<file path="src/rtl/qrad_pkg.sv">
// ----------------------------------------------------------------------------
// QR alphanumeric encoder package
// Shared types, constants and the character lookup of the encoder.
// ----------------------------------------------------------------------------
package qrad_pkg;

    localparam int MAX_CODEWORDS_DEF = 64;
    localparam int CAP_W             = 7;
    localparam int CAP_RESET         = 16;
    localparam int SYMBOL_COUNT      = 45;
    localparam int PAIR_BITS         = 11;
    localparam int SINGLE_BITS       = 6;
    localparam int TERM_BITS         = 4;
    localparam int BUF_W             = 18;
    localparam int BB_W              = 5;
    localparam int IDX_W             = 6;

    localparam logic [7:0] PAD_FIRST  = 8'd236;
    localparam logic [7:0] PAD_SECOND = 8'd17;

    localparam logic OP_CHAR   = 1'b0;
    localparam logic OP_FINISH = 1'b1;

    typedef enum logic [1:0] {
        ST_OK       = 2'd0,
        ST_INVALID  = 2'd1,
        ST_OVERFLOW = 2'd2
    } status_t;

    typedef enum logic [2:0] {
        EMIT_DRAIN,
        EMIT_PAD,
        EMIT_INVALID,
        EMIT_OVERFLOW,
        EMIT_MARKER
    } emit_kind_t;

    typedef enum logic [3:0] {
        S_IDLE,
        S_INVALID,
        S_DRAIN,
        S_FIN_DRAIN,
        S_FIN_TERM,
        S_FIN_TAIL,
        S_FLUSH,
        S_PAD,
        S_CLEAR
    } ctrl_state_t;

    typedef struct packed {
        logic       start;
        logic       hold;
        logic       pair;
        logic       single;
        logic       align;
        logic       clear;
        logic       emit;
        emit_kind_t kind;
        logic       last;
    } ctrl_cmd_t;

    typedef struct packed {
        logic char_ok;
        logic holding;
        logic bb_ge8;
        logic bb_is8;
        logic bb_zero;
        logic has_room;
        logic sent_last;
        logic can_emit;
        logic emitted;
    } dp_status_t;

    typedef struct packed {
        logic             ok;
        logic [IDX_W-1:0] idx;
    } sym_t;

    // Index of an ASCII code in the 45-symbol alphanumeric set.
    function automatic sym_t sym_lookup(input logic [7:0] ch);
        sym_t r;
        r.ok  = 1'b1;
        r.idx = '0;
        case (ch) inside
            [8'h30:8'h39]: r.idx = IDX_W'(ch - 8'h30);
            [8'h41:8'h5A]: r.idx = IDX_W'(ch - 8'h37);
            8'h20:         r.idx = 6'd36;
            8'h24:         r.idx = 6'd37;
            8'h25:         r.idx = 6'd38;
            8'h2A:         r.idx = 6'd39;
            8'h2B:         r.idx = 6'd40;
            8'h2D:         r.idx = 6'd41;
            8'h2E:         r.idx = 6'd42;
            8'h2F:         r.idx = 6'd43;
            8'h3A:         r.idx = 6'd44;
            default:       r.ok  = 1'b0;
        endcase
        return r;
    endfunction

endpackage

</file>
<file path="src/rtl/qr_alphanumeric_data_encoder_top.sv">
// ----------------------------------------------------------------------------
// QR alphanumeric data encoder
// Packs alphanumeric characters into 8-bit data codewords and pads a message.
// ----------------------------------------------------------------------------
//  Port group   Direction  Handshake              Beat contents
//  input        in         in_valid / in_ready    operation, character
//  output       out        out_valid / out_ready  codeword, last, status
//  config       in         cfg_wr_en              cfg_wr_data (capacity)
//
//  A first character is held and the encoder stays ready. A second character
//  is paired and its whole bytes are drained before it returns to idle; an
//  invalid character gives one result with invalid status. A finish with room
//  left drains the buffer, adds terminator and alignment and pads up to the
//  capacity; with no room left it drains the buffered bytes and marks its
//  last result as last. The single output register sends one codeword per cycle
//  unless out_ready stalls it; a finish ends with a step that clears the message.
//  A stalled output holds the controller in its current step; the next input
//  beat is taken while the last result still waits in the output register.
//  Reset clears the message state and sets the capacity to 16 codewords.
// ----------------------------------------------------------------------------
module qr_alphanumeric_data_encoder_top #(
    parameter int MAX_CODEWORDS = qrad_pkg::MAX_CODEWORDS_DEF
) (
    input  logic                        clk,
    input  logic                        rst_n,
    input  logic                        cfg_wr_en,
    input  logic [qrad_pkg::CAP_W-1:0]  cfg_wr_data,
    input  logic                        in_valid,
    output logic                        in_ready,
    input  logic                        operation,
    input  logic [7:0]                  character,
    output logic                        out_valid,
    input  logic                        out_ready,
    output logic [7:0]                  codeword,
    output logic                        last,
    output logic [1:0]                  status
);

    qrad_pkg::ctrl_cmd_t  cmd;
    qrad_pkg::dp_status_t st;

    qrad_ctrl u_ctrl (
        .clk       (clk),
        .rst_n     (rst_n),
        .in_valid  (in_valid),
        .operation (operation),
        .in_ready  (in_ready),
        .st        (st),
        .cmd       (cmd)
    );

    qrad_datapath #(
        .MAX_CODEWORDS (MAX_CODEWORDS)
    ) u_datapath (
        .clk         (clk),
        .rst_n       (rst_n),
        .cfg_wr_en   (cfg_wr_en),
        .cfg_wr_data (cfg_wr_data),
        .character   (character),
        .cmd         (cmd),
        .st          (st),
        .out_ready   (out_ready),
        .out_valid   (out_valid),
        .codeword    (codeword),
        .last        (last),
        .status      (status)
    );

    // At most one datapath update per cycle.
    a_one_cmd: assert property (@(posedge clk) disable iff (!rst_n)
        $onehot0({cmd.hold, cmd.pair, cmd.align, cmd.emit, cmd.clear}))
        else $error("more than one datapath command in a cycle");

    // A result is only produced when the output register can take it.
    a_emit_room: assert property (@(posedge clk) disable iff (!rst_n)
        cmd.emit |-> st.can_emit)
        else $error("result emitted into a full output register");

    // A byte is only drained when a whole byte is buffered.
    a_drain_full: assert property (@(posedge clk) disable iff (!rst_n)
        (cmd.emit && cmd.kind == qrad_pkg::EMIT_DRAIN) |-> st.bb_ge8)
        else $error("drain with fewer than eight buffered bits");

    // Terminator and alignment are added only while capacity remains.
    a_align_room: assert property (@(posedge clk) disable iff (!rst_n)
        cmd.align |-> st.has_room)
        else $error("terminator added beyond capacity");

endmodule

</file>
<file path="src/rtl/qrad_ctrl.sv">
// ----------------------------------------------------------------------------
// QR alphanumeric encoder controller
// Sequences character intake, byte draining, terminator and pad generation.
// ----------------------------------------------------------------------------
module qrad_ctrl (
    input  logic                  clk,
    input  logic                  rst_n,
    input  logic                  in_valid,
    input  logic                  operation,
    output logic                  in_ready,
    input  qrad_pkg::dp_status_t  st,
    output qrad_pkg::ctrl_cmd_t   cmd
);

    qrad_pkg::ctrl_state_t state_reg, state_next;

    always_ff @(posedge clk or negedge rst_n)
    begin
        if (!rst_n)
        begin
            state_reg <= qrad_pkg::S_IDLE;
        end
        else
        begin
            state_reg <= state_next;
        end
    end

    always_comb
    begin
        cmd        = '0;
        cmd.kind   = qrad_pkg::EMIT_DRAIN;
        state_next = state_reg;
        in_ready   = (state_reg == qrad_pkg::S_IDLE);
        case (state_reg)
            qrad_pkg::S_IDLE:
            begin
                if (in_valid)
                begin
                    cmd.start = 1'b1;
                    if (operation == qrad_pkg::OP_FINISH)
                    begin
                        cmd.single = 1'b1;
                        state_next = qrad_pkg::S_FIN_DRAIN;
                    end
                    else if (!st.char_ok)
                    begin
                        state_next = qrad_pkg::S_INVALID;
                    end
                    else if (!st.holding)
                    begin
                        cmd.hold = 1'b1;
                    end
                    else
                    begin
                        cmd.pair   = 1'b1;
                        state_next = qrad_pkg::S_DRAIN;
                    end
                end
            end
            qrad_pkg::S_INVALID:
            begin
                if (st.can_emit)
                begin
                    cmd.emit   = 1'b1;
                    cmd.kind   = qrad_pkg::EMIT_INVALID;
                    state_next = qrad_pkg::S_IDLE;
                end
            end
            qrad_pkg::S_DRAIN:
            begin
                if (!st.bb_ge8)
                begin
                    state_next = qrad_pkg::S_IDLE;
                end
                else if (st.can_emit)
                begin
                    cmd.emit = 1'b1;
                    cmd.kind = qrad_pkg::EMIT_DRAIN;
                end
            end
            qrad_pkg::S_FIN_DRAIN:
            begin
                // The byte is final when it reaches capacity and empties the buffer.
                if (!st.bb_ge8)
                begin
                    state_next = qrad_pkg::S_FIN_TERM;
                end
                else if (st.can_emit)
                begin
                    cmd.emit = 1'b1;
                    cmd.kind = qrad_pkg::EMIT_DRAIN;
                    cmd.last = st.bb_is8 && st.sent_last;
                end
            end
            qrad_pkg::S_FIN_TERM:
            begin
                if (st.has_room)
                begin
                    cmd.align  = 1'b1;
                    state_next = qrad_pkg::S_FLUSH;
                end
                else
                begin
                    state_next = qrad_pkg::S_FIN_TAIL;
                end
            end
            qrad_pkg::S_FIN_TAIL:
            begin
                if (!st.bb_zero || !st.emitted)
                begin
                    if (st.can_emit)
                    begin
                        cmd.emit   = 1'b1;
                        cmd.kind   = st.bb_zero ? qrad_pkg::EMIT_MARKER
                                                : qrad_pkg::EMIT_OVERFLOW;
                        cmd.last   = 1'b1;
                        state_next = qrad_pkg::S_CLEAR;
                    end
                end
                else
                begin
                    state_next = qrad_pkg::S_CLEAR;
                end
            end
            qrad_pkg::S_FLUSH:
            begin
                if (!st.bb_ge8)
                begin
                    state_next = qrad_pkg::S_PAD;
                end
                else if (st.can_emit)
                begin
                    cmd.emit = 1'b1;
                    cmd.kind = qrad_pkg::EMIT_DRAIN;
                    cmd.last = st.bb_is8 && st.sent_last;
                end
            end
            qrad_pkg::S_PAD:
            begin
                if (!st.has_room)
                begin
                    state_next = qrad_pkg::S_CLEAR;
                end
                else if (st.can_emit)
                begin
                    cmd.emit = 1'b1;
                    cmd.kind = qrad_pkg::EMIT_PAD;
                    cmd.last = st.sent_last;
                end
            end
            qrad_pkg::S_CLEAR:
            begin
                cmd.clear  = 1'b1;
                state_next = qrad_pkg::S_IDLE;
            end
            default:
            begin
                state_next = qrad_pkg::S_IDLE;
            end
        endcase
    end

endmodule

</file>
<file path="src/rtl/qrad_datapath.sv">
// ----------------------------------------------------------------------------
// QR alphanumeric encoder datapath
// Character pairing, bit buffer, codeword counter, pad toggle, output register.
// ----------------------------------------------------------------------------
module qrad_datapath #(
    parameter int MAX_CODEWORDS = qrad_pkg::MAX_CODEWORDS_DEF
) (
    input  logic                        clk,
    input  logic                        rst_n,
    input  logic                        cfg_wr_en,
    input  logic [qrad_pkg::CAP_W-1:0]  cfg_wr_data,
    input  logic [7:0]                  character,
    input  qrad_pkg::ctrl_cmd_t         cmd,
    output qrad_pkg::dp_status_t        st,
    input  logic                        out_ready,
    output logic                        out_valid,
    output logic [7:0]                  codeword,
    output logic                        last,
    output logic [1:0]                  status
);

    localparam int SENT_W = $clog2(MAX_CODEWORDS + 1);
    localparam int CAP_W  = qrad_pkg::CAP_W;
    localparam int BUF_W  = qrad_pkg::BUF_W;
    localparam int BB_W   = qrad_pkg::BB_W;
    localparam int IDX_W  = qrad_pkg::IDX_W;
    localparam int PAIR_W = qrad_pkg::PAIR_BITS;

    logic [CAP_W-1:0]   cap_reg, cap_next;
    logic [IDX_W-1:0]   held_reg, held_next;
    logic               holding_reg, holding_next;
    logic [BUF_W-1:0]   buf_reg, buf_next;
    logic [BB_W-1:0]    bb_reg, bb_next;
    logic [SENT_W-1:0]  sent_reg, sent_next;
    logic               pad_sel_reg, pad_sel_next;
    logic               emitted_reg, emitted_next;
    logic               out_valid_reg, out_valid_next;
    logic [7:0]         codeword_reg, codeword_next;
    logic               last_reg, last_next;
    qrad_pkg::status_t  status_reg, status_next;

    qrad_pkg::sym_t     sym;
    logic [CAP_W-1:0]   cap_eff;
    logic [CAP_W-1:0]   sent_ext;
    logic [PAIR_W-1:0]  pair_value;
    logic [BB_W-1:0]    term_bits;
    logic [BB_W-1:0]    fill_end;
    logic [BB_W-1:0]    align_shift;
    logic [BB_W-1:0]    bb_less8;
    logic [7:0]         drain_byte;

    always_ff @(posedge clk or negedge rst_n)
    begin
        if (!rst_n)
        begin
            cap_reg       <= CAP_W'(qrad_pkg::CAP_RESET);
            held_reg      <= '0;
            holding_reg   <= 1'b0;
            buf_reg       <= '0;
            bb_reg        <= '0;
            sent_reg      <= '0;
            pad_sel_reg   <= 1'b0;
            emitted_reg   <= 1'b0;
            out_valid_reg <= 1'b0;
        end
        else
        begin
            cap_reg       <= cap_next;
            held_reg      <= held_next;
            holding_reg   <= holding_next;
            buf_reg       <= buf_next;
            bb_reg        <= bb_next;
            sent_reg      <= sent_next;
            pad_sel_reg   <= pad_sel_next;
            emitted_reg   <= emitted_next;
            out_valid_reg <= out_valid_next;
        end
    end

    always_ff @(posedge clk)
    begin
        codeword_reg <= codeword_next;
        last_reg     <= last_next;
        status_reg   <= status_next;
    end

    assign sym      = qrad_pkg::sym_lookup(character);
    assign sent_ext = CAP_W'(sent_reg);

    // Capacity values outside 1..MAX_CODEWORDS are clamped.
    always_comb
    begin
        if (cap_reg == '0)
        begin
            cap_eff = CAP_W'(1);
        end
        else if (cap_reg > CAP_W'(MAX_CODEWORDS))
        begin
            cap_eff = CAP_W'(MAX_CODEWORDS);
        end
        else
        begin
            cap_eff = cap_reg;
        end
    end

    assign pair_value = PAIR_W'(held_reg) * PAIR_W'(qrad_pkg::SYMBOL_COUNT)
                        + PAIR_W'(sym.idx);
    assign bb_less8   = bb_reg - BB_W'(8);
    assign drain_byte = 8'(buf_reg >> bb_less8);

    // Terminator is four zero bits, fewer if they overrun the last codeword.
    always_comb
    begin
        if (st.has_room && st.sent_last && (bb_reg > BB_W'(qrad_pkg::TERM_BITS)))
        begin
            term_bits = BB_W'(8) - bb_reg;
        end
        else
        begin
            term_bits = BB_W'(qrad_pkg::TERM_BITS);
        end
        fill_end    = (bb_reg + term_bits + BB_W'(7)) & ~BB_W'(7);
        align_shift = fill_end - bb_reg;
    end

    always_comb
    begin
        st.char_ok   = sym.ok;
        st.holding   = holding_reg;
        st.bb_ge8    = (bb_reg >= BB_W'(8));
        st.bb_is8    = (bb_reg == BB_W'(8));
        st.bb_zero   = (bb_reg == '0);
        st.has_room  = (sent_ext < cap_eff);
        st.sent_last = ({1'b0, sent_ext} + (CAP_W + 1)'(1)) >= {1'b0, cap_eff};
        st.can_emit  = !out_valid_reg || out_ready;
        st.emitted   = emitted_reg;
    end

    always_comb
    begin
        cap_next       = cfg_wr_en ? cfg_wr_data : cap_reg;
        held_next      = held_reg;
        holding_next   = holding_reg;
        buf_next       = buf_reg;
        bb_next        = bb_reg;
        sent_next      = sent_reg;
        pad_sel_next   = pad_sel_reg;
        emitted_next   = emitted_reg;
        out_valid_next = out_valid_reg && !out_ready;
        codeword_next  = codeword_reg;
        last_next      = last_reg;
        status_next    = status_reg;

        if (cmd.start)
        begin
            emitted_next = 1'b0;
        end

        if (cmd.hold)
        begin
            held_next    = sym.idx;
            holding_next = 1'b1;
        end

        if (cmd.pair)
        begin
            buf_next     = {buf_reg[BUF_W-PAIR_W-1:0], pair_value};
            bb_next      = bb_reg + BB_W'(PAIR_W);
            held_next    = '0;
            holding_next = 1'b0;
        end

        if (cmd.single && holding_reg)
        begin
            buf_next     = {buf_reg[BUF_W-IDX_W-1:0], held_reg};
            bb_next      = bb_reg + BB_W'(qrad_pkg::SINGLE_BITS);
            held_next    = '0;
            holding_next = 1'b0;
        end

        if (cmd.align)
        begin
            buf_next = buf_reg << align_shift;
            bb_next  = fill_end;
        end

        if (cmd.emit)
        begin
            out_valid_next = 1'b1;
            emitted_next   = 1'b1;
            last_next      = cmd.last;
            codeword_next  = '0;
            status_next    = qrad_pkg::ST_OK;
            case (cmd.kind)
                qrad_pkg::EMIT_DRAIN:
                begin
                    bb_next  = bb_less8;
                    buf_next = buf_reg & ((BUF_W'(1) << bb_less8) - BUF_W'(1));
                    if (st.has_room)
                    begin
                        codeword_next = drain_byte;
                        sent_next     = sent_reg + SENT_W'(1);
                    end
                    else
                    begin
                        status_next = qrad_pkg::ST_OVERFLOW;
                    end
                end
                qrad_pkg::EMIT_PAD:
                begin
                    codeword_next = pad_sel_reg ? qrad_pkg::PAD_SECOND
                                                : qrad_pkg::PAD_FIRST;
                    sent_next     = sent_reg + SENT_W'(1);
                    pad_sel_next  = !pad_sel_reg;
                end
                qrad_pkg::EMIT_INVALID:
                begin
                    status_next = qrad_pkg::ST_INVALID;
                end
                qrad_pkg::EMIT_OVERFLOW:
                begin
                    status_next = qrad_pkg::ST_OVERFLOW;
                end
                default:
                begin
                    status_next = qrad_pkg::ST_OK;
                end
            endcase
        end

        if (cmd.clear)
        begin
            held_next    = '0;
            holding_next = 1'b0;
            buf_next     = '0;
            bb_next      = '0;
            sent_next    = '0;
            pad_sel_next = 1'b0;
        end
    end

    assign out_valid = out_valid_reg;
    assign codeword  = codeword_reg;
    assign last      = last_reg;
    assign status    = status_reg;

endmodule
</file>
<file path="config.mk">
export PLATFORM = sky130hd
export DESIGN_NAME = qr_alphanumeric_data_encoder_top
export DESIGN_NICKNAME = d
export VERILOG_FILES = /design/src/rtl/qrad_pkg.sv /design/src/rtl/qr_alphanumeric_data_encoder_top.sv /design/src/rtl/qrad_ctrl.sv /design/src/rtl/qrad_datapath.sv
export SDC_FILE = /design/constraint.sdc
export NUM_CORES = 1
export LEC_CHECK = 0
export BUFFER_PORTS_ARGS = -buffer_cell sky130_fd_sc_hd__buf_4
export CORE_ASPECT_RATIO = 1.5
export CORE_MARGIN = 10
export CORE_UTILIZATION = 45
export DETAILED_ROUTE_END_ITERATION = 10
export PLACE_DENSITY = 0.61
export SYNTH_ARGS = -nofsm -noshare
export SYNTH_HDL_FRONTEND = slang
export SYNTH_SLANG_ARGS = --single-unit
</file>
<file path="constraint.sdc">
create_clock -name clk -period 7.24 [get_ports clk]
set_input_delay 1.086 -clock clk [delete_from_list [all_inputs] [get_ports clk]]
set_output_delay 1.086 -clock clk [all_outputs]
set_load 0.005 [all_outputs]
</file>
== Word level (Yosys, flattened, before mapping) ==
Index checks and enable logic that the tools add are counted.
W data, S select, Z words.

* Add/subtract/negate cells: 13
* $mul: 1
* Div/mod/pow operators: 0
* Magnitude comparators: 9
* Equal/unequal tests: 30
* Shift operators: 3
* Muxes and demuxes: 95
* Bitwise logic cells: 1
* Reductions and logical operators: 27

{| class="wikitable"
|+ Operator list
! kind !! number
|-
| $mux W18 || 6
|-
| $mux W6 || 15
|-
| $eq A8 B6 Y1 const B || 9
|-
| $mux W5 || 13
|-
| $mux W4 || 16
|-
| $mux W7 || 5
|-
| $pmux W4 S8 || 1
|-
| $mux W1 || 27
|-
| $pmux W4 S5 || 1
|-
| $and A18 B18 Y18 || 1
|-
| $shl A1 B5 Y18 const A || 1
|-
| $shl A18 B5 Y18 || 1
|-
| $shr A18 B5 Y8 || 1
|-
| $sub A18 B1 Y18 const B || 1
|-
| $eq A4 B3 Y1 const B || 4
|-
| $mux W8 || 2
|-
| $pmux W8 S2 || 1
|-
| $pmux W7 S2 || 1
|-
| $ne A2 B2 Y1 const B || 6
|-
| $sub A6 B6 Y6 const B || 2
|-
| $add A11 B6 Y11 || 1
|-
| $mul A6 B6 Y11 const B || 1
|-
| $add A5 B3 Y5 const B || 2
|-
| $add A7 B1 Y8 const B || 1
|-
| 41 further kinds || 60
|}

* Register bits after elaboration: 62
* Bits in latches: 0
* Memory bits (writable): 0
* ROM bits: 0
* Memories: 0

== Depth between registers and ports, before layout ==
Gate-level depths: netlist of the first run.

* Depth after elaboration: 22
* Mapped depth: 23

== Hierarchy ==
Synthesis of the first run repeated with hierarchy kept, for this count alone.

* Cells, all modules: 933
* Area, all modules: 7,529.7 µm²

{| class="wikitable"
|+ Modules (own cells, without submodules)
! module !! instances !! cells an instance !! area each (µm²)
|-
| qrad_datapath || 1 || 875 || 7,036.7
|-
| qrad_ctrl || 1 || 58 || 493.0
|}

== Worst setup path before layout of the first run ==
OpenSTA, ideal clock, no wires.

* Path kind: reg2reg
* Start point: register u_datapath.bb_reg[1]
* End point: register u_datapath.buf_reg[17]
* Data arrival time: 5.854 ns
* Setup slack: 1.264 ns
* Cell stages (with the launch flop): 24
* Buffers on the path: 6
* Cell sequence: dfrtp_1 -> buf_2 -> buf_1 -> clkbuf_1 -> inv_1 -> ha_1 -> ha_1 -> clkbuf_1 -> buf_1 -> clkbuf_1 -> nor2_1 -> ha_1 -> inv_1 -> ha_1 -> a31oi_1 -> xnor2_1 -> ha_1 -> a21oi_1 -> xnor2_1 -> xnor3_1 -> mux2_2 -> a211oi_1 -> o21ai_0 -> a32o_1

* Longest elaborated chain between the ends: 11

{| class="wikitable"
|+ Ends and longest elaborated chain
! what !! line !! RTL
|-
| start: declaration || qrad_datapath.sv:33 || <nowiki>logic [BB_W-1:0] bb_reg, bb_next;</nowiki>
|-
| start signal: assignment || qrad_datapath.sv:72 || <nowiki>bb_reg <= bb_next;</nowiki>
|-
| $gt A5 B3 Y1 || qrad_datapath.sv:115 || <nowiki>if (st.has_room && st.sent_last && (bb_reg > BB_W'(qrad_pkg::TERM_BITS)))</nowiki>
|-
| $logic_and A1 B1 Y1 || qrad_datapath.sv:115 ||
|-
| $mux W5 || qrad_datapath.sv:115 ||
|-
| $add A5 B5 Y5 || qrad_datapath.sv:123 || <nowiki>fill_end = (bb_reg + term_bits + BB_W'(7)) & ~BB_W'(7);</nowiki>
|-
| $add A5 B3 Y5 || qrad_datapath.sv:123 ||
|-
| $sub A5 B5 Y5 || qrad_datapath.sv:124 || <nowiki>align_shift = fill_end - bb_reg;</nowiki>
|-
| $shl A18 B5 Y18 || qrad_datapath.sv:184 || <nowiki>buf_next = buf_reg << align_shift;</nowiki>
|-
| $mux W18 || qrad_datapath.sv:182 || <nowiki>if (cmd.align)</nowiki>
|-
| $mux W18 || qrad_datapath.sv:195 || <nowiki>case (cmd.kind)</nowiki>
|-
| $mux W18 * || qrad_datapath.sv:188 || <nowiki>if (cmd.emit)</nowiki>
|-
| $mux W18 * || qrad_datapath.sv:232 || <nowiki>if (cmd.clear)</nowiki>
|-
| named net u_datapath.buf_next[17] || qrad_datapath.sv:32 || <nowiki>logic [BUF_W-1:0] buf_reg, buf_next;</nowiki>
|-
| end signal: assignment || qrad_datapath.sv:71 || <nowiki>buf_reg <= buf_next;</nowiki>
|-
| end: declaration || qrad_datapath.sv:32 ||
|}

The timed path passes the listed nets; every way through them passes the cells marked *.
A chain may end at the register's enable or synchronous reset.

== Final worst setup path of the first run ==
* Start point: register u_datapath.bb_reg[0]
* End point: register u_datapath.buf_reg[2]

The elaborated chain is that of the path after synthesis.

==> out/results.tsv, run 1 <==
stage	metric	value	unit
clocking	post-cts-setup-buffer-count	0	
final_layout	multiInputGateArea	5290	um2
grt	gr-total-overflow	0	
worst_setup_path	critical_path_peak_fanout	45	
place	post-dp-hpwl	16.59	mm
final_layout	area_growth_syn_to_layout	8.556	%
clocking	tritoncts_num_sinks	62	
run_status	status	completed	
floorplan	area_enclosed_by_the_die_boundary	21970	um2
synth	synth.net_count	1006	
worst_hold_path	hp-class	reg -> reg	
worst_setup_path	critPathBufInv	4	
synth	post_synth_main_area_contributors	dfrtp_1 (17%), ha_1 (12%), nand2_1 (6.0%), mux2i_1 (4.9%), a21oi_1 (4.7%)	
floorplan	start_util	0.4564	
timing	relSlewSlack	0.2539	
final_layout	nets	1001	
clocking	cts_made_buffers	9	
clocking	clock_tree.root_cell	clkbuf_16	
worst_setup_path	r2r_setup_slack	1.65	ns
clocking	cts.clk_slew.worst_paths	0.06	ns
synth	synth_top_cell_area_share	0.1701	
floorplan	design.portCount	34	
route	route.antenna.remaining_nets	0	
route	drtPass1Iterations	5	
worst_setup_path	cp_data_arrival_time	5.83	ns
synth	synth-warning-count	0	
synth	synth_area_per_cell	8.128	um2
synth	yosysUniqueCellTypes	85	
flow_run	maxCapViolCount	0	
final_layout	flip_flop_count_of_the_largest_register_all_copies_and_words_added	18	
worst_setup_path	critPathTopFamily	adder cells	
timing	grt_setup_unrepaired	false	
clocking	cts-hold-fix-buffers	0	
final_layout	num_antenna_cells	0	
clocking	clock_insertion_delay_worst_skew	0.34	ns
synth	synth_seq_area_share	0.2186	
floorplan	die_y	176.6	um
worst_hold_path	timing.hold.worst_path_depth	1	
synth	synth_ff_type	dfrtp_1	
synth	synthMostInstantiatedCell	nand2_1	
worst_hold_path	holdCritStartpoint	u_datapath.emitted_reg	
route	vias	6786	
power_and_ir_drop	vdd_drop_max	0.2710	mV
route	avgRoutedWirePerCell	19.63	um
grt	first_pass_grt_wire_length	35.93	mm
final_layout	drive_above_1_share	0.1227	
synth	synth.cells.most_frequent	nand2_1 (117), nor2_1 (74), ha_1 (72)	
grt	grt_start_max_net_pins	52	
clocking	cts_repair_resize_count	0	
worst_setup_path	crit_path_cell_trace	buf_4, inv_1, ha_1, ha_1, buf_4, nor2_1, ha_1, inv_1, ha_1, a31oi_1, xnor2_1, ha_1, a21oi_1, xnor2_1, xnor3_1, mux2i_1, a41oi_1, o31ai_1	
grt	antenna_found_initial	0	
synth	synth_area	7356	um2
clocking	ctsHtreeMaxLevel	3	
worst_setup_path	cp_slowest_cell	inv_1	
route	wirelength	21.81	mm
worst_setup_path	rr_endpoint	u_datapath.buf_reg[2]	
worst_setup_path	reg2reg_from	u_datapath.bb_reg[0]	
synth	synthesis.instances	905	
worst_hold_path	min_delay_worst_endpoint	u_datapath.emitted_reg	
grt	first_global_vias	6748	
timing	period_needed	5.588	ns
route	drtIter0Drc	658	
timing	fin_setup_tns	0	ns
power_and_ir_drop	leakage	0.003492	uW
synth	yosysTopAreaCell	dfrtp_1	
floorplan	die_width	124.4	um
power_and_ir_drop	power_density	481.3	nW/um2
clocking	clock_tree.buffer_depth	2	
worst_setup_path	cp_common_cell	ha_1	
worst_setup_path	path_class	reg -> reg	
final_layout	number_of_filler_cells_placed_in_the_layout	1608	
final_layout	finish.utilization	0.4954	
worst_setup_path	setup.worst_path.end_class	flop	
place	io_buffers	33	
worst_setup_path	timing.critical_path.from_type	flop	
timing	clock.fmax	179.0	MHz
timing	setup_viol	0	
floorplan	std_cell_rows	57	
worst_setup_path	critical_path.max_stage_delay	0.53	ns
route	drc	0	
timing	worst_clock_skew	0.007428	ns
route	detail_route.vias_per_cell	6.108	
synth	synth_edf_count	11	
timing	final_period_util	0.7718	
timing	timing.final.hold_violations	0	
floorplan	floorplan.core_area	16120	um2
grt	grt_use_total	0.1978	
timing	report.final.slew_viol_count	0	
clocking	cts_tree	yes	
synth	synth_async_sr_flop_share	0.8226	
synth	postSynthRegisterBits	62	
worst_setup_path	timing.critical_path.required	7.48	ns
timing	worst_slew_pin_tran	1.115	ns
worst_setup_path	reg2reg_depth	18	
place	gp_routability_congestion	0.9371	
final_layout	register_area	1608	um2
==> where the power goes <==
| group | internal [uW] | switching [uW] | leakage, uW | total, uW |
|---|---|---|---|---|
| combinational | 1070 | 1660 | 0.00259 | 2720 |
| sequential | 500 | 180 | 0.000763 | 680 |
| clock | 267 | 174 | 0.000138 | 441 |
| total | 1830 | 2010 | 0.00349 | 3840 |
==> how the worst max path moves through the flow <==
stage,cells after the start,start,slack (ns),to
floorplan,23,u_datapath.bb_reg[1],1.26,u_datapath.buf_reg[17]
global placement,19,u_datapath.bb_reg[0],1.80,u_datapath.buf_reg[7]
detailed placement,18,u_datapath.bb_reg[0],1.69,u_datapath.buf_reg[2]
CTS,18,u_datapath.bb_reg[0],1.67,u_datapath.buf_reg[2]
global route,19,u_datapath.bb_reg[0],1.20,u_datapath.buf_reg[0]
finish,18,u_datapath.bb_reg[0],1.65,u_datapath.buf_reg[2]
==> layout make-up <==
type,count,area share
clock buffers,9,0.02820
clock inverters,7,0.009401
inverters,53,0.02491
multi-input cells,730,0.6625
flip-flops and latches,62,0.2013
well taps,206,0.03228
repair buffers,44,0.04137
==> cell families after synthesis <==
kind of cell / Yosys count / share of synthesized area
adder cells (fa/ha/maj): 80 / 0.1442
multiplexers: 68 / 0.1163
buffers and inverters: 113 / 0.06226
AND/OR/NAND/NOR: 299 / 0.1868
AO/OA/AOI/OAI: 250 / 0.2307
XOR/XNOR: 33 / 0.04116
flip-flops: 62 / 0.2186
==> per-layer routing <==
metal	wire length (um)	share of wire	GRT usage	vias up
met5	0	0	0	-
li1	-	-	-	3279
met4	1097	0.050	0.1105	0
met3	1155	0.053	0.02821	66
met2	11290	0.52	0.3575	241
met1	8268	0.38	0.2172	3200
==> metrics by stage <==
step | cells | total power [uW] | hold WS, ns | instance area [um2] | worst slack [ns]
after detailed placement | 1095 | 3358 | 0.4993 | 7685 | 1.693
after global placement | 1095 | 3355 | 0.4932 | 7685 | 1.803
after global routing | 1111 | 4168 | 0.5377 | 7985 | 1.204
after CTS | 1111 | 3820 | 0.5105 | 7985 | 1.668
after floorplan | 905 | 2664 | 0.4670 | 7356 | 1.264
final | 1111 | 3844 | 0.5019 | 7985 | 1.652
==> placed cells by master (no fill, tap or decap), types with 22 or more instances in the layout <==
cell	count
a21oi_1	69
buf_4	44
dfrtp_1	50
ha_1	72
inv_1	51
mux2i_1	36
nand2_1	117
nand3_1	27
nor2_1	74
o21ai_0	49
xnor2_1	22
Power figures use the tool's default switching activity.
==> run 2, diff against run 1 <==
==> constraint.sdc (replaced) <==
create_clock -name clk -period 5.15 [get_ports clk]
set_input_delay 0.7725 -clock clk [delete_from_list [all_inputs] [get_ports clk]]
set_output_delay 0.7725 -clock clk [all_outputs]
set_load 0.005 [all_outputs]
==> run 2 against run 1 <==
Compared with the run above:
- sequential cell count stayed put
- sequential power is 39% higher
- register-to-register slack worse by 1.3 ns
- routed wire length is 2.3% higher
- global-route usage is 0.091 points higher
- critical path depth is 4 higher
- die area stayed put
- clock skew is 0.00071 ns higher
- critical path type unchanged
==> out/results.tsv, run 2 (same netlist as run 1, synthesis figures left out) <==
stage	metric	value	unit
final_layout	area_growth_syn_to_layout	10.43	%
worst_setup_path	critPathTopFamily	compound AO/OA/AOI/OAI gates	
place	place_ws	0.1230	ns
timing	relSlewSlack	0.1613	
final_layout	drive_above_1_share	0.1397	
route	drtIter0Drc	560	
power_and_ir_drop	leakage	0.003571	uW
worst_setup_path	setup.worst_path.end_class	flop	
clocking	tritoncts_num_sinks	62	
timing	report.final.slew_viol_count	0	
grt	gr-total-overflow	0	
worst_setup_path	worstSetupPathDepth	22	
floorplan	area_enclosed_by_the_die_boundary	21970	um2
run_status	status	completed	
grt	antenna_found_initial	0	
floorplan	die_width	124.4	um
grt	grt_start_max_net_pins	52	
route	avgRoutedWirePerCell	19.89	um
final_layout	layout.cells.most_common	nand2_1	
power_and_ir_drop	vdd_drop_max	0.4202	mV
route	vias	6885	
timing	worst_slew_pin_tran	1.253	ns
worst_setup_path	cp_data_arrival_time	5.07	ns
timing	setup_viol	0	
worst_setup_path	timing.critical_path.from_type	flop	
floorplan	floorplan.core_area	16120	um2
route	detail_route.vias_per_cell	6.136	
clocking	ctsHtreeMaxLevel	3	
clocking	cts.clk_slew.worst_paths	0.06	ns
timing	clock.fmax	206.5	MHz
timing	final_period_util	0.9403	
worst_setup_path	critPathBufInv	1	
route	drtPass1Iterations	5	
clocking	cts_tree	yes	
floorplan	std_cell_rows	57	
place	gp_routability_congestion	0.9399	
timing	worst_clock_skew	0.008137	ns
route	wirelength	22.32	mm
worst_setup_path	critical_path.max_stage_delay	0.38	ns
worst_setup_path	crit_path_cell_trace	ha_1, nand3_1, nor2_2, xor2_1, ha_1, a21oi_1, o21a_1, a211o_1, nor2_1, ha_1, inv_1, ha_1, a31oi_2, xnor2_1, ha_1, a21oi_2, xnor2_2, xnor3_1, mux2_2, a211oi_1, o21ai_0, a32o_1	
floorplan	die_y	176.6	um
final_layout	nets	1012	
route	route.antenna.remaining_nets	0	
floorplan	start_util	0.4564	
final_layout	flip_flop_count_of_the_largest_register_all_copies_and_words_added	18	
timing	period_needed	4.843	ns
timing	timing.final.hold_violations	0	
worst_setup_path	critical_path_peak_fanout	5	
worst_setup_path	cp_common_cell	ha_1	
final_layout	finish.utilization	0.5040	
grt	grt_use_total	0.1987	
clocking	clock_insertion_delay_worst_skew	0.34	ns
floorplan	design.portCount	34	
grt	first_global_vias	6599	
worst_setup_path	path_class	reg -> reg	
worst_setup_path	timing.critical_path.required	5.38	ns
worst_setup_path	cp_slowest_cell	dfrtp_1	
worst_setup_path	reg2reg_depth	22	
timing	slack_of_the_critical_path	0.3073	ns
route	drc	0	
clocking	clock_tree.root_cell	clkbuf_16	
clocking	cts-hold-fix-buffers	0	
worst_hold_path	hp-class	in -> async	
place	io_buffers	33	
clocking	clock_tree.buffer_depth	2	
clocking	cts_made_buffers	9	
final_layout	num_antenna_cells	0	
final_layout	commonest_cells_after_routing_fill_and_taps_aside	nand2_1 (117), nor2_1 (73), ha_1 (72)	
power_and_ir_drop	power_density	696.7	nW/um2
grt	first_pass_grt_wire_length	35.97	mm
flow_run	maxCapViolCount	0	
place	post-dp-hpwl	16.65	mm
[run 2: cell types whose count changed in the layout (fill, tap and decap cells not counted), sizes merged]
cell	previous run	this run
buf	44	55
bufinv	1	2
clkinv	5	6
clkinvlp	3	1
[run 2: per-layer routing]
layer	track usage	wire [um]	part of all wire	up-vias
met2	0.3606	11490	0.52	258
li1	-	-	-	3296
met5	0	0	0	-
met3	0.02581	1163	0.052	60
met4	0.09348	987	0.044	0
met1	0.2250	8671	0.39	3271
[run 2: final timing paths]
path                                             start                     end  slack, ns
worst max-delay path            u_datapath.sent_ext[0]  u_datapath.buf_reg[17]       0.31
worst min-delay path                             rst_n   u_datapath.cap_reg[1]       0.47
worst max register to register  u_datapath.sent_ext[0]  u_datapath.buf_reg[17]       0.31
worst min register to register  u_datapath.emitted_reg  u_datapath.emitted_reg       0.52
max in group asynchronous                        rst_n  u_datapath.buf_reg[12]       4.19
min in group clk                u_datapath.emitted_reg  u_datapath.emitted_reg       0.52
[run 2: metrics by stage]
step                      hold slack (ns)  std cells  cell area [um2]  TNS (ns)  power (uW)
after floorplan                    0.4670        905             7370         0        3755
after global placement             0.4928       1104             7752         0        4819
after detailed placement           0.4987       1104             7752         0        4826
after CTS                          0.4993       1120             8077         0        5526
after global routing               0.5258       1122             8123  -0.03289        6083
final                              0.4699       1122             8123         0        5660
[run 2: report_power, final]
part	switching [uW]	leakage, uW	internal [uW]	total [uW]
Sequential	240	0.000763	704	944
Clock	243	0.000156	425	668
Combinational	2440	0.00265	1600	4050
[run 2: area by class of cell]
cell class                 instances  area, um2
fill                            1595       7995
timing repair buffer              55      412.9
clock inverter                     7      98.84
tap                              206      257.7
sequential                        62       1608
inverter                          53      198.9
clock buffer                       9      225.2
multi-input combinational        730       5321
[run 2: what timing repair did]
action                                  in CTS  in global routing
resized for setup                            0                  6
endpoints found under the setup margin       0                 16
buffers inserted                             0                  2
[run 2: worst register-to-register path: cells and delay by family (launching register included)]
family | cells | cell delay (ns)
DFF | 1 | 0.38
and+or+nand+nor | 3 | 0.35
muxes | 1 | 0.35
buffers and inverters | 1 | 0.04
xor gates and xnor gates | 4 | 0.80
adders and majority gates | 5 | 1.36
AOI/OAI and AO/OA | 8 | 1.47
